`src/sv/rcv_pkg.sv`:
```
// shared types, constants and helper functions for the radix converter
`timescale 1ns / 1ps

package rcv_pkg;

    localparam int MAX_OUT_DIGITS_DEF = 64;
    localparam int VALUE_WIDTH_DEF    = 64;
    localparam int DIV_BITS           = 8;
    localparam int QUEUE_DEPTH        = 2;
    localparam int CFG_INDEX_W        = 2;
    localparam int BASE_W             = 6;
    localparam int CHAR_W             = 8;

    localparam logic [CFG_INDEX_W-1:0] REG_SOURCE_BASE = CFG_INDEX_W'(0);
    localparam logic [CFG_INDEX_W-1:0] REG_TARGET_BASE = CFG_INDEX_W'(1);

    localparam logic [BASE_W-1:0] SOURCE_BASE_RESET = BASE_W'(10);
    localparam logic [BASE_W-1:0] TARGET_BASE_RESET = BASE_W'(2);
    localparam logic [BASE_W-1:0] BASE_MIN          = BASE_W'(2);
    localparam logic [BASE_W-1:0] BASE_MAX          = BASE_W'(36);
    localparam logic [BASE_W-1:0] DIGIT_NINE        = BASE_W'(9);
    localparam logic [BASE_W-1:0] DIGIT_TEN         = BASE_W'(10);

    localparam logic [CHAR_W-1:0] CHAR_ZERO = 8'h30;
    localparam logic [CHAR_W-1:0] CHAR_NINE = 8'h39;
    localparam logic [CHAR_W-1:0] CHAR_A    = 8'h41;
    localparam logic [CHAR_W-1:0] CHAR_Z    = 8'h5A;

    typedef enum logic [1:0] {
        KIND_ECHO,
        KIND_DIGIT,
        KIND_BAD
    } rcv_kind_t;

    typedef enum logic [2:0] {
        ST_IDLE,
        ST_FINAL,
        ST_DIV,
        ST_READ,
        ST_EMIT
    } rcv_state_t;

    typedef struct packed {
        logic [BASE_W-1:0] source;
        logic [BASE_W-1:0] target;
    } rcv_bases_t;

    typedef struct packed {
        rcv_kind_t         kind;
        logic [BASE_W-1:0] dval;
        logic [CHAR_W-1:0] chr;
        logic              last;
    } rcv_entry_t;

    typedef struct packed {
        logic full;
        logic empty;
    } rcv_q_status_t;

    typedef struct packed {
        logic              ok;
        logic [BASE_W-1:0] val;
    } rcv_digit_t;

    function automatic logic [BASE_W-1:0] clamp_base(input logic [BASE_W-1:0] b);
        logic [BASE_W-1:0] r;
        r = b;
        if (b < BASE_MIN)
            r = BASE_MIN;
        else if (b > BASE_MAX)
            r = BASE_MAX;
        return r;
    endfunction

    function automatic rcv_digit_t char_value(input logic [CHAR_W-1:0] c);
        rcv_digit_t        d;
        logic [CHAR_W-1:0] diff;
        d.ok  = 1'b0;
        d.val = '0;
        diff  = '0;
        if (c >= CHAR_ZERO && c <= CHAR_NINE) begin
            diff  = c - CHAR_ZERO;
            d.ok  = 1'b1;
            d.val = diff[BASE_W-1:0];
        end else if (c >= CHAR_A && c <= CHAR_Z) begin
            diff  = c - CHAR_A + {2'b00, DIGIT_TEN};
            d.ok  = 1'b1;
            d.val = diff[BASE_W-1:0];
        end
        return d;
    endfunction

    function automatic logic [CHAR_W-1:0] value_char(input logic [BASE_W-1:0] v);
        logic [CHAR_W-1:0] c;
        if (v <= DIGIT_NINE)
            c = CHAR_ZERO + {2'b00, v};
        else
            c = CHAR_A + {2'b00, v} - {2'b00, DIGIT_TEN};
        return c;
    endfunction

endpackage

```
`src/sv/rcv_front.sv`:
```
// front end: takes input requests and classifies each character
`timescale 1ns / 1ps

module rcv_front
    import rcv_pkg::*;
(
    input  logic              in_valid,
    output logic              in_stall,
    input  logic [CHAR_W-1:0] digit_char,
    input  logic              last_digit,
    input  rcv_bases_t        bases,
    input  rcv_q_status_t     q_status,
    output logic              q_push,
    output rcv_entry_t        q_entry
);

    rcv_digit_t digit;

    assign in_stall = q_status.full;
    assign q_push   = in_valid && !q_status.full;

    always_comb
    begin
        digit        = char_value(digit_char);
        q_entry.chr  = digit_char;
        q_entry.last = last_digit;
        q_entry.dval = digit.val;
        // equal bases pass every character through untouched
        if (bases.source == bases.target)
            q_entry.kind = KIND_ECHO;
        else if (digit.ok && digit.val < bases.source)
            q_entry.kind = KIND_DIGIT;
        else
            q_entry.kind = KIND_BAD;
    end

endmodule

```
`src/sv/rcv_queue.sv`:
```
// short queue of classified characters between front and back end
`timescale 1ns / 1ps

module rcv_queue
    import rcv_pkg::*;
(
    input  logic          clk,
    input  logic          rst_n,
    input  logic          push,
    input  rcv_entry_t    push_entry,
    input  logic          pop,
    output rcv_entry_t    head,
    output rcv_q_status_t status
);

    localparam int PW = (QUEUE_DEPTH > 1) ? $clog2(QUEUE_DEPTH) : 1;
    localparam int CW = $clog2(QUEUE_DEPTH + 1);

    rcv_entry_t      entries [QUEUE_DEPTH];
    logic [PW-1:0]   wr_ptr_reg, wr_ptr_next;
    logic [PW-1:0]   rd_ptr_reg, rd_ptr_next;
    logic [CW-1:0]   count_reg, count_next;

    assign status.full  = (count_reg == CW'(QUEUE_DEPTH));
    assign status.empty = (count_reg == '0);
    assign head         = entries[rd_ptr_reg];

    always_comb
    begin
        wr_ptr_next = wr_ptr_reg;
        rd_ptr_next = rd_ptr_reg;
        count_next  = count_reg;
        if (push)
            wr_ptr_next = (wr_ptr_reg == PW'(QUEUE_DEPTH - 1)) ? '0 : wr_ptr_reg + 1'b1;
        if (pop)
            rd_ptr_next = (rd_ptr_reg == PW'(QUEUE_DEPTH - 1)) ? '0 : rd_ptr_reg + 1'b1;
        if (push && !pop)
            count_next = count_reg + 1'b1;
        else if (pop && !push)
            count_next = count_reg - 1'b1;
    end

    always_ff @(posedge clk or negedge rst_n)
    begin
        if (!rst_n)
        begin
            wr_ptr_reg <= '0;
            rd_ptr_reg <= '0;
            count_reg  <= '0;
        end
        else
        begin
            wr_ptr_reg <= wr_ptr_next;
            rd_ptr_reg <= rd_ptr_next;
            count_reg  <= count_next;
        end
    end

    always_ff @(posedge clk)
    begin
        if (push)
            entries[wr_ptr_reg] <= push_entry;
    end

endmodule

```
`src/sv/rcv_back.sv`:
```
// back end: accumulation, digit split by iterative division, digit stack and output register
`timescale 1ns / 1ps

module rcv_back
    import rcv_pkg::*;
#(
    parameter int MAX_OUT_DIGITS = MAX_OUT_DIGITS_DEF,
    parameter int VALUE_WIDTH    = VALUE_WIDTH_DEF
)
(
    input  logic              clk,
    input  logic              rst_n,
    input  rcv_bases_t        bases,
    input  rcv_entry_t        head,
    input  rcv_q_status_t     q_status,
    output logic              q_pop,
    output logic              out_valid,
    input  logic              out_stall,
    output logic [CHAR_W-1:0] out_char,
    output logic              last_char,
    output logic              error_flag
);

    localparam int NSTEP = (VALUE_WIDTH + DIV_BITS - 1) / DIV_BITS;
    localparam int PADW  = NSTEP * DIV_BITS;
    localparam int SW    = (NSTEP > 1) ? $clog2(NSTEP) : 1;
    localparam int AW    = $clog2(MAX_OUT_DIGITS);
    localparam int CW    = $clog2(MAX_OUT_DIGITS + 1);
    localparam int PRW   = VALUE_WIDTH + BASE_W + 1;

    rcv_state_t              state_reg, state_next;
    logic [VALUE_WIDTH-1:0]  acc_reg, acc_next;
    logic                    bad_reg, bad_next;
    logic [CW-1:0]           cnt_reg, cnt_next;
    logic [SW-1:0]           step_reg, step_next;
    logic [PADW-1:0]         q_reg, q_next;
    logic [BASE_W-1:0]       rem_reg, rem_next;
    logic [BASE_W-1:0]       rd_reg;
    logic [BASE_W-1:0]       stack [MAX_OUT_DIGITS];

    logic                    out_valid_reg, out_valid_next;
    logic [CHAR_W-1:0]       out_char_reg, out_char_next;
    logic                    last_char_reg, last_char_next;
    logic                    error_flag_reg, error_flag_next;
    logic                    out_load, out_free;

    logic                    mem_we, mem_re;
    logic [CW-1:0]           cnt_m1;
    logic [PRW-1:0]          prod;
    logic                    ovf;
    logic [PADW-1:0]         q_step;
    logic [BASE_W-1:0]       r_step;
    logic [BASE_W:0]         trial;

    assign out_valid  = out_valid_reg;
    assign out_char   = out_char_reg;
    assign last_char  = last_char_reg;
    assign error_flag = error_flag_reg;
    assign out_free   = !out_valid_reg || !out_stall;
    assign cnt_m1     = cnt_reg - 1'b1;

    // one multiply-add per digit, overflow when anything spills past the value width
    assign prod = PRW'(acc_reg) * PRW'(bases.source) + PRW'(head.dval);
    assign ovf  = |prod[PRW-1:VALUE_WIDTH];

    // restoring division by the target base, DIV_BITS quotient bits per cycle
    always_comb
    begin
        q_step = q_reg;
        r_step = rem_reg;
        trial  = '0;
        for (int i = 0; i < DIV_BITS; i++)
        begin
            trial  = {r_step, q_step[PADW-1]};
            q_step = {q_step[PADW-2:0], 1'b0};
            if (trial >= {1'b0, bases.target})
            begin
                trial     = trial - {1'b0, bases.target};
                q_step[0] = 1'b1;
            end
            r_step = trial[BASE_W-1:0];
        end
    end

    always_comb
    begin
        state_next      = state_reg;
        acc_next        = acc_reg;
        bad_next        = bad_reg;
        cnt_next        = cnt_reg;
        step_next       = step_reg;
        q_next          = q_reg;
        rem_next        = rem_reg;
        q_pop           = 1'b0;
        mem_we          = 1'b0;
        mem_re          = 1'b0;
        out_load        = 1'b0;
        out_char_next   = out_char_reg;
        last_char_next  = last_char_reg;
        error_flag_next = error_flag_reg;

        unique case (state_reg)
            ST_IDLE:
            begin
                if (!q_status.empty)
                begin
                    unique case (head.kind)
                        KIND_ECHO:
                        begin
                            if (out_free)
                            begin
                                q_pop           = 1'b1;
                                out_load        = 1'b1;
                                out_char_next   = head.chr;
                                last_char_next  = head.last;
                                error_flag_next = 1'b0;
                                if (head.last)
                                begin
                                    acc_next = '0;
                                    bad_next = 1'b0;
                                end
                            end
                        end
                        KIND_DIGIT:
                        begin
                            q_pop = 1'b1;
                            // accumulator freezes once the number is known bad
                            if (!bad_reg)
                            begin
                                if (ovf)
                                    bad_next = 1'b1;
                                else
                                    acc_next = prod[VALUE_WIDTH-1:0];
                            end
                            if (head.last)
                                state_next = ST_FINAL;
                        end
                        KIND_BAD:
                        begin
                            q_pop    = 1'b1;
                            bad_next = 1'b1;
                            if (head.last)
                                state_next = ST_FINAL;
                        end
                        default:
                        begin
                            state_next = ST_IDLE;
                        end
                    endcase
                end
            end
            ST_FINAL:
            begin
                if (bad_reg)
                begin
                    if (out_free)
                    begin
                        out_load        = 1'b1;
                        out_char_next   = '0;
                        last_char_next  = 1'b1;
                        error_flag_next = 1'b1;
                        acc_next        = '0;
                        bad_next        = 1'b0;
                        cnt_next        = '0;
                        state_next      = ST_IDLE;
                    end
                end
                else
                begin
                    q_next     = PADW'(acc_reg);
                    rem_next   = '0;
                    step_next  = '0;
                    cnt_next   = '0;
                    state_next = ST_DIV;
                end
            end
            ST_DIV:
            begin
                q_next = q_step;
                if (step_reg == SW'(NSTEP - 1))
                begin
                    mem_we    = 1'b1;
                    cnt_next  = cnt_reg + 1'b1;
                    rem_next  = '0;
                    step_next = '0;
                    if (q_step == '0)
                        state_next = ST_READ;
                    else if (cnt_reg == CW'(MAX_OUT_DIGITS - 1))
                    begin
                        // more digits than the stack holds
                        bad_next   = 1'b1;
                        state_next = ST_FINAL;
                    end
                end
                else
                begin
                    rem_next  = r_step;
                    step_next = step_reg + 1'b1;
                end
            end
            ST_READ:
            begin
                mem_re     = 1'b1;
                cnt_next   = cnt_m1;
                state_next = ST_EMIT;
            end
            ST_EMIT:
            begin
                if (out_free)
                begin
                    out_load        = 1'b1;
                    out_char_next   = value_char(rd_reg);
                    last_char_next  = (cnt_reg == '0);
                    error_flag_next = 1'b0;
                    if (cnt_reg == '0)
                    begin
                        acc_next   = '0;
                        bad_next   = 1'b0;
                        state_next = ST_IDLE;
                    end
                    else
                        state_next = ST_READ;
                end
            end
            default:
            begin
                state_next = ST_IDLE;
            end
        endcase

        out_valid_next = out_valid_reg && out_stall;
        if (out_load)
            out_valid_next = 1'b1;
    end

    always_ff @(posedge clk or negedge rst_n)
    begin
        if (!rst_n)
        begin
            state_reg     <= ST_IDLE;
            acc_reg       <= '0;
            bad_reg       <= 1'b0;
            cnt_reg       <= '0;
            step_reg      <= '0;
            out_valid_reg <= 1'b0;
        end
        else
        begin
            state_reg     <= state_next;
            acc_reg       <= acc_next;
            bad_reg       <= bad_next;
            cnt_reg       <= cnt_next;
            step_reg      <= step_next;
            out_valid_reg <= out_valid_next;
        end
    end

    always_ff @(posedge clk)
    begin
        q_reg   <= q_next;
        rem_reg <= rem_next;
        if (out_load)
        begin
            out_char_reg   <= out_char_next;
            last_char_reg  <= last_char_next;
            error_flag_reg <= error_flag_next;
        end
    end

    // digit stack, one write and one registered read port
    always_ff @(posedge clk)
    begin
        if (mem_we)
            stack[cnt_reg[AW-1:0]] <= r_step;
        if (mem_re)
            rd_reg <= stack[cnt_m1[AW-1:0]];
    end

endmodule

```
`src/sv/radix_converter.sv`:
```
// radix converter top level: config registers, front end, queue and back end
// an accepted character is written into the queue and popped from there by the back end
// the multiply-add takes one character per cycle while the back end is idle and not stalled;
//   a final digit is then split by iterative division, one output digit per pass, and each
//   character is emitted through the digit stack read port in a read and an emit state
// reset: asynchronous active low; bases return to 10 and 2, no clearing pass, stack unset
`timescale 1ns / 1ps

module radix_converter
    import rcv_pkg::*;
#(
    parameter int MAX_OUT_DIGITS = MAX_OUT_DIGITS_DEF,
    parameter int VALUE_WIDTH    = VALUE_WIDTH_DEF
)
(
    input  logic                   clk,
    input  logic                   rst_n,
    input  logic                   in_valid,
    output logic                   in_stall,
    input  logic [CHAR_W-1:0]      digit_char,
    input  logic                   last_digit,
    output logic                   out_valid,
    input  logic                   out_stall,
    output logic [CHAR_W-1:0]      out_char,
    output logic                   last_char,
    output logic                   error_flag,
    input  logic                   cfg_valid,
    output logic                   cfg_ready,
    input  logic [CFG_INDEX_W-1:0] cfg_index,
    input  logic [BASE_W-1:0]      cfg_data
);

    logic [BASE_W-1:0] source_base_reg, source_base_next;
    logic [BASE_W-1:0] target_base_reg, target_base_next;
    rcv_bases_t        bases;
    rcv_q_status_t     q_status;
    rcv_entry_t        q_entry;
    rcv_entry_t        q_head;
    logic              q_push;
    logic              q_pop;

    assign cfg_ready     = 1'b1;
    assign bases.source  = clamp_base(source_base_reg);
    assign bases.target  = clamp_base(target_base_reg);

    always_comb
    begin
        source_base_next = source_base_reg;
        target_base_next = target_base_reg;
        if (cfg_valid && cfg_ready)
        begin
            if (cfg_index == REG_SOURCE_BASE)
                source_base_next = cfg_data;
            else if (cfg_index == REG_TARGET_BASE)
                target_base_next = cfg_data;
        end
    end

    always_ff @(posedge clk or negedge rst_n)
    begin
        if (!rst_n)
        begin
            source_base_reg <= SOURCE_BASE_RESET;
            target_base_reg <= TARGET_BASE_RESET;
        end
        else
        begin
            source_base_reg <= source_base_next;
            target_base_reg <= target_base_next;
        end
    end

    rcv_front u_front (
        .in_valid   (in_valid),
        .in_stall   (in_stall),
        .digit_char (digit_char),
        .last_digit (last_digit),
        .bases      (bases),
        .q_status   (q_status),
        .q_push     (q_push),
        .q_entry    (q_entry)
    );

    rcv_queue u_queue (
        .clk        (clk),
        .rst_n      (rst_n),
        .push       (q_push),
        .push_entry (q_entry),
        .pop        (q_pop),
        .head       (q_head),
        .status     (q_status)
    );

    rcv_back #(
        .MAX_OUT_DIGITS (MAX_OUT_DIGITS),
        .VALUE_WIDTH    (VALUE_WIDTH)
    ) u_back (
        .clk        (clk),
        .rst_n      (rst_n),
        .bases      (bases),
        .head       (q_head),
        .q_status   (q_status),
        .q_pop      (q_pop),
        .out_valid  (out_valid),
        .out_stall  (out_stall),
        .out_char   (out_char),
        .last_char  (last_char),
        .error_flag (error_flag)
    );

`ifndef NO_ASSERTIONS
    // an error result is a lone zero character that closes the number
    a_error_form: assert property (@(posedge clk) disable iff (!rst_n)
        out_valid && error_flag |-> out_char == '0 && last_char)
        else $error("error result with nonzero character or open number");

    // back end never takes from an empty queue
    a_no_pop_empty: assert property (@(posedge clk) disable iff (!rst_n)
        q_status.empty |-> !q_pop)
        else $error("queue popped while empty");

    // converted characters are always digit characters
    a_digit_out: assert property (@(posedge clk) disable iff (!rst_n)
        out_valid && !error_flag && bases.source != bases.target |->
        (out_char >= CHAR_ZERO && out_char <= CHAR_NINE) ||
        (out_char >= CHAR_A && out_char <= CHAR_Z))
        else $error("converted character is not a digit");
`endif

endmodule

```
`config.mk`:
```
export PLATFORM = sky130hd
export DESIGN_NAME = radix_converter
export DESIGN_NICKNAME = d
export VERILOG_FILES = /design/src/sv/rcv_pkg.sv /design/src/sv/rcv_front.sv /design/src/sv/rcv_queue.sv /design/src/sv/rcv_back.sv /design/src/sv/radix_converter.sv
export SDC_FILE = /design/constraint.sdc
export NUM_CORES = 2
export LEC_CHECK = 0
export BUFFER_PORTS_ARGS = -buffer_cell sky130_fd_sc_hd__buf_2
export CAP_MARGIN = 20
export CORE_UTILIZATION = 65
export DETAILED_ROUTE_END_ITERATION = 12
export PLACE_DENSITY = 0.82
export SLEW_MARGIN = 20
export SYNTH_ARGS = -nofsm -noshare
export SYNTH_HDL_FRONTEND = slang
export SYNTH_SLANG_ARGS = --single-unit
```
`constraint.sdc`:
```
create_clock -name clk -period 25.7 [get_ports clk]
set_input_delay 6.425 -clock clk [delete_from_list [all_inputs] [get_ports clk]]
set_output_delay 6.425 -clock clk [all_outputs]
set_load 0.02 [all_outputs]
```
Word level (Yosys, flattened, before mapping)
Memories as Yosys holds them, arrays and structs flattened. A register that Yosys moved wholly into a read port is not among the register bits.
Index checks and enable logic that the tools add are counted.
- bits in registers: 175
- memory bits (writable): 418
- output and inout port bits: 13
- word-level logic and storage cells: 238
- memories: 2
- add/subtract/negate cells: 22
- multipliers: 1
- order comparisons: 18
- equality and inequality tests: 32
- muxes and demuxes: 111
- bitwise logic cells: 1
- reductions and logical operators: 35
- memory list (name ; words ; width ; rd ports ; clocked after memory_dff ; write ports ; RTL line ; text):
    u_back.stack ; 64 ; 6 ; 1 ; 1 ; 1 ; rcv_back.sv:39 ; logic [BASE_W-1:0] stack [MAX_OUT_DIGITS];
    u_queue.entries ; 2 ; 17 ; 1 ; 0 ; 1 ; rcv_queue.sv:19 ; rcv_entry_t entries [QUEUE_DEPTH];
- operators with widths (kind ; count):
    64-bit 2-to-1 mux ; 10
    64-bit case mux with 2 select lines ; 2
    64-bit case mux with 3 select lines ; 1
    6-bit 2-to-1 mux ; 14
    70-bit by 6-bit adder with 71-bit output ; 1
    64-bit by 6-bit multiplier with 70-bit output ; 1
    64-bit logical NOT ; 1
    7-bit by 6-bit >= comparator with 1-bit output ; 8
    8-bit 2-to-1 mux ; 7
    6-bit subtractor ; 8
    1-bit 2-to-1 mux ; 45
    7-bit 2-to-1 mux ; 5
    3-bit 2-to-1 mux ; 10
    8-bit case mux with 3 select lines ; 1
    7-bit case mux with 3 select lines ; 1
    3-bit case mux with 5 select lines ; 1
    2-bit by 1-bit inequality test with 1-bit output, second input constant ; 7
    6-bit greater-than comparator, second input constant ; 2
    6-bit by 2-bit less-than comparator with 1-bit output, second input constant ; 2
    3-bit inequality test, second input constant ; 4
    1-bit case mux with 3 select lines ; 4
    3-bit case mux with 2 select lines ; 2
    6-bit case mux with 2 select lines ; 1
    11-bit AND reduction ; 1
    other kinds (50) ; 81

Longest topological paths before layout
- word-level depth: 23
- depth in mapped cells: 81
- gate-level depth less buffers: 80

Hierarchy
A second synthesis with hierarchy kept.
- cell total of the unflattened synthesis: 3595
- area, all modules: 41322.1 um2
- modules (own cells, without submodules) (module ; instances ; cells each ; area each (um2) ; sequential area each (um2)):
    rcv_back ; 1 ; 3393 ; 38577.0 ; 16090.4
    rcv_queue ; 1 ; 69 ; 1463.9 ; 1121.1
    rcv_front ; 1 ; 83 ; 665.6 ; 0.0
    radix_converter ; 1 ; 50 ; 615.6 ; 304.0

Least setup slack after synthesis
Ideal clock, no wire load.
- path kind: flip-flop to flip-flop
- start: register target_base_reg[5]
- end: memory u_back.stack[0][0] (data pin)
- library setup time: 0.568 ns
- arrival time: 18.212 ns
- data required time: 25.132 ns
- path slack: 6.920 ns
- cell stages (with the launch flop): 75
- path buffers: 3
- period minus slack after synthesis: 18.780 ns
- cell sequence: dfrtp_1 -> inv_1 -> maj3_1 -> inv_1 -> ha_1 -> nand2b_1 -> a211oi_4 -> nor2_2 -> mux2i_1 -> ha_1 -> nor2b_1 -> o21ba_1 -> o21a_1 -> a2111o_1 -> nor2_4 -> nor2_1 -> a21oi_1 -> ha_1 -> [39 not listed] -> a21boi_0 -> o21ai_0 -> nand3b_1 -> a21oi_1 -> o211a_1 -> o32a_1 -> buf_6 -> mux2i_1 -> ha_1 -> a21o_1 -> a21o_1 -> a31o_2 -> a21o_1 -> a21o_1 -> a21o_1 -> a211oi_4 -> buf_6 -> mux2i_1
- word-level cells in the longest chain between the ends: 19
- ends and longest elaborated chain (what ; RTL line ; text):
    start, declared ; radix_converter.sv:34 ; logic [BASE_W-1:0] target_base_reg, target_base_next;
    start signal, assigned ; radix_converter.sv:69 ; target_base_reg <= target_base_next;
    6-bit greater-than comparator ; rcv_pkg.sv:70 ; else if (b > BASE_MAX)
    6-bit 2-to-1 mux ; rcv_pkg.sv:70 ;
    6-bit 2-to-1 mux * ; rcv_pkg.sv:68 ; if (b < BASE_MIN)
    6-bit subtractor or 7-bit by 6-bit >= comparator with 1-bit output (tied branches) ; rcv_back.sv:78, rcv_back.sv:76 ;
    6-bit 2-to-1 mux ; rcv_back.sv:76 ; if (trial >= {1'b0, bases.target})
    6-bit subtractor or 7-bit by 6-bit >= comparator with 1-bit output (tied branches) ; rcv_back.sv:78, rcv_back.sv:76 ;
    6-bit 2-to-1 mux ; rcv_back.sv:76 ;
    6-bit subtractor or 7-bit by 6-bit >= comparator with 1-bit output (tied branches) ; rcv_back.sv:78, rcv_back.sv:76 ;
    [4 not listed] ; - ;
    6-bit 2-to-1 mux ; rcv_back.sv:76 ;
    6-bit subtractor or 7-bit by 6-bit >= comparator with 1-bit output (tied branches) ; rcv_back.sv:78, rcv_back.sv:76 ;
    6-bit 2-to-1 mux ; rcv_back.sv:76 ;
    7-bit by 6-bit >= comparator with 1-bit output or 6-bit subtractor (tied branches) ; rcv_back.sv:76, rcv_back.sv:78 ;
    6-bit 2-to-1 mux ; rcv_back.sv:76 ;
    7-bit by 6-bit >= comparator with 1-bit output ; rcv_back.sv:76 ;
    6-bit 2-to-1 mux * ; rcv_back.sv:76 ;
    via u_back.trial[0] ; rcv_back.sv:53 ; logic [BASE_W:0] trial;
    end, declared ; rcv_back.sv:39 ;
The timed path passes the listed nets; every way through them passes the cells marked *.

Worst setup path in the final report
- start: register target_base_reg[5]
- end: memory u_back.stack[26][2] (data pin)
- word-level cells in the longest chain between the ends: 19
- ends and longest elaborated chain (what ; RTL line):
    6-bit greater-than comparator ; rcv_pkg.sv:70
    6-bit 2-to-1 mux ; rcv_pkg.sv:70
    6-bit 2-to-1 mux * ; rcv_pkg.sv:68
    6-bit subtractor or 7-bit by 6-bit >= comparator with 1-bit output (tied branches) ; rcv_back.sv:78, rcv_back.sv:76
    6-bit 2-to-1 mux ; rcv_back.sv:76
    6-bit subtractor or 7-bit by 6-bit >= comparator with 1-bit output (tied branches) ; rcv_back.sv:78, rcv_back.sv:76
    6-bit 2-to-1 mux ; rcv_back.sv:76
    6-bit subtractor or 7-bit by 6-bit >= comparator with 1-bit output (tied branches) ; rcv_back.sv:78, rcv_back.sv:76
    [4 not listed] ; -
    6-bit 2-to-1 mux ; rcv_back.sv:76
    6-bit subtractor or 7-bit by 6-bit >= comparator with 1-bit output (tied branches) ; rcv_back.sv:78, rcv_back.sv:76
    6-bit 2-to-1 mux ; rcv_back.sv:76
    7-bit by 6-bit >= comparator with 1-bit output or 6-bit subtractor (tied branches) ; rcv_back.sv:76, rcv_back.sv:78
    6-bit 2-to-1 mux ; rcv_back.sv:76
    6-bit subtractor or 7-bit by 6-bit >= comparator with 1-bit output (tied branches) ; rcv_back.sv:78, rcv_back.sv:76
    6-bit 2-to-1 mux * ; rcv_back.sv:76
    via u_back.trial[2] ; rcv_back.sv:53
Marked as above.

==> flow_metrics.tcl <==
set metrics [dict create \
    clk_pin_slew_worst_paths_ns 0.06 \
    grt_use_total_pct 34.0 \
    ant_nets 0 \
    worst_pin_slew_ns 1.09 \
    syn-cell-area_sq_um 40400 \
    final_nets 3940 \
    fin_cells 4328 \
    yosys.area.top_type "edfxtp_1" \
    io_pins 35 \
    insertion_delay_ns 0.66 \
    dr_total_vias 28500 \
    critPathCaptureType "flop" \
    worstHoldStart "u_queue.wr_ptr_reg" \
    path_max_fanout 64 \
    cts_buffers 60 \
    start_kind "flop" \
    fmax_mhz 47.3 \
    outcome "completed" \
    fin_skew_ns 0.0298 \
    row_count 91 \
    via_per_inst 6.59 \
    core_area_sq_um 61600 \
    die_h_um 251 \
    cp_data_arrival_time_ns 21.49 \
    synth_edf_count 504 \
    cts.htree.levels 2 \
    cts-resized-gates 0 \
    finalSetupViolCount 0 \
    finalCriticalPeriod_ns 21.14 \
    ys_seq_area_share_pct 43.4 \
    dieArea_sq_um 63200 \
    grt_pass1_vias 29000 \
    synth_top_area_share_pct 37.5 \
    dpl.hpwl_mm 72.3 \
    worst_path_largest_cell_delay_ns 0.68 \
    r2r.worst_path.cells 75 \
    ys.flop_type "edfxtp_1" \
    first_pass_iters 10 \
    drv_slew 0 \
    placedCellCount 4208 \
    cap_viol_max_count 0 \
    r2r-start "target_base_reg[5]" \
    dp_slack_ns 4.79 \
    rsz0062_at_grt "false" \
    worst_slack_ns 4.56 \
    netlist-cell-type-count 97 \
    rrSetupSlack_ns 4.56 \
    slowest_stage "a211oi_4" \
    synth-seq-cells 599 \
    min_path_cells 1 \
    synthTopCellsByArea "edfxtp_1 37%, fa_1 13%, ha_1 6.9%, mux4_2 6.7%, nand2_1 5.9%" \
    period_share_pct 82.3 \
    syn_area_per_cell_sq_um 11.5 \
    drive_gt1_share_pct 10.6 \
    fp.dieW_um 251 \
    antenna_found_initial 7 \
    drc_errors 0 \
    grt_pass1_wl_mm 164 \
    final-hold-violation-count 0 \
    fill_cells 4058 \
    worstSetupPathType "flop to flop" \
    cts_tree "done" \
    root_buffer "clkbuf_16" \
    grt_max_degree 73 \
    worst_hold_path.endpoint "u_queue.wr_ptr_reg" \
    start_util_pct 65.6 \
    wl_per_cell_um 24.3 \
    cts.path.max_buffers 3 \
    relSlewSlack_pct 27.0 \
    finalWeightedCongestion 0.973 \
    cp.required_ns 26.05 \
    io_buffers 33 \
    utilization_pct 70.0 \
    cts_hold_buf 0 \
    grt_overflow 0 \
    ys_async_sr_fraction_pct 15.9 \
    fin_tns_setup_ns 0 \
    netlist_instances 3517 \
    syn_to_final_growth_pct 6.66 \
    cts_num_sinks 599 \
    rr_endpoint "u_back.stack[26][2]" \
    drt_iter0_markers 3257 \
    post-cts-setup-buffers 0 \
    hp-class "flop to flop" \
    finalWirelength_mm 105 \
    syn-num-nets 4023 \
    yosysWarnings 0 \
    largest_reg_flops 384 \
]
## area by class of cell
cell class                      instances  area, sq um  area share [%]
Tap cell                              837         1050            2.43
Clock inverter                         44          374           0.868
Multi-Input combinational cell       2400        21000            48.8
Timing Repair Buffer                   63          413           0.958
Antenna cell                            6         15.0          0.0348
Inverter                              310         1160            2.70
Sequential cell                       599        17500            40.7
Clock buffer                           69         1540            3.56
## cells by family (layout without fill, tap and decap cells)
group                      count (synthesis)  count (layout)  synth area share [%]
muxes                                    185             185                  8.44
adders and majority gates                487             487                  19.9
AOI/OAI and AO/OA                        564             564                  9.60
buffers and inverters                    518             486                  4.91
and+or+nand+nor                         1059            1059                  11.5
DFF                                      599             599                  43.4
xor gates and xnor gates                 104             104                  2.25
other                                      1               7               0.00928
## per-stage QoR
| stage | area (sq um) | hold slack (ns) |
|---|---|---|
| floorplan | 40400 | 0.461 |
| global placement | 41100 | 0.476 |
| detailed placement | 41100 | 0.496 |
| CTS | 43000 | 0.511 |
| global route | 43100 | 0.529 |
| finish | 43100 | 0.510 |
## metal layers
layer  track usage [%]  wire length (um)  share of wire, %
met2              53.8             49300                47
met1              47.1             41100                39
met3              7.32             11100                11
met4              11.2              3520               3.4
met5                 0                 0                 0
## placed cells by master, fill, tap and decap left out, types with 17 or more instances in the layout
| cell | netlist | final |
|---|---|---|
| and2_1 | 37 | 35 |
| inv_1 | 306 | 305 |
| o21bai_1 | 21 | 21 |
| a21o_1 | 69 | 68 |
| xnor2_1 | 66 | 65 |
| nor4_1 | 25 | 24 |
| fa_1 | 260 | 260 |
| mux2_2 | 29 | 28 |
| o21ai_0 | 104 | 104 |
| a21oi_1 | 146 | 144 |
| nor2b_1 | 20 | 18 |
| buf_4 | 2 | 29 |
| mux4_2 | 120 | 120 |
| a22o_1 | 67 | 67 |
| clkbuf_16 | 0 | 60 |
| ha_1 | 224 | 223 |
| xor2_1 | 38 | 37 |
| mux2i_1 | 31 | 30 |
| nand4_1 | 38 | 38 |
| and3_1 | 22 | 22 |
| nand2b_1 | 17 | 17 |
| buf_2 | 13 | 32 |
| dfrtp_1 | 92 | 89 |
| nand2_1 | 640 | 639 |
| nand3_1 | 44 | 44 |
| nor2_1 | 149 | 147 |
| edfxtp_1 | 504 | 504 |
| nor3_1 | 19 | 19 |
## synthesized netlist by cell type (25+ instances only)
library cell    n
fa_1          260
and2_1         37
nand3_1        44
buf_1          72
mux4_2        120
xnor2_1        66
inv_1         306
nor2_1        149
a21o_1         69
nor4_1         25
xor2_1         38
nand4_1        38
edfxtp_1      504
o21ai_0       104
nand2_1       640
mux2_2         29
a21oi_1       146
dfrtp_1        92
clkbuf_1      119
mux2i_1        31
ha_1          224
a22o_1         67
## how the worst max path moves through the flow
stage / startpoint / end / slack (ns) / cells after the start
2_1_floorplan: target_base_reg[5] / u_back.stack[0][0] / 6.92 / 74
4_1_cts: target_base_reg[5] / u_back.stack[17][5] / 4.62 / 73
6_report: target_base_reg[5] / u_back.stack[26][2] / 4.56 / 75
5_1_grt: target_base_reg[5] / u_back.stack[26][2] / 3.31 / 76
3_3_place_gp: target_base_reg[5] / u_back.rem_reg[5] / 5.30 / 71
3_5_place_dp: target_base_reg[5] / u_back.stack[48][5] / 4.79 / 71
## critical path: cells and delay by family, from the launching register on
kind | cells | cell delay, ns
AND/OR/NAND/NOR | 17 | 4.18
buffers and inverters | 5 | 1.33
flip-flops | 1 | 0.43
AO/OA/AOI/OAI | 41 | 10.74
multiplexers | 4 | 1.39
adder cells (fa/ha/maj) | 8 | 2.71
Power is left out: the tool's default activity adds up to more than one toggle a clock period on the data nets, which glitch-free logic cannot reach.
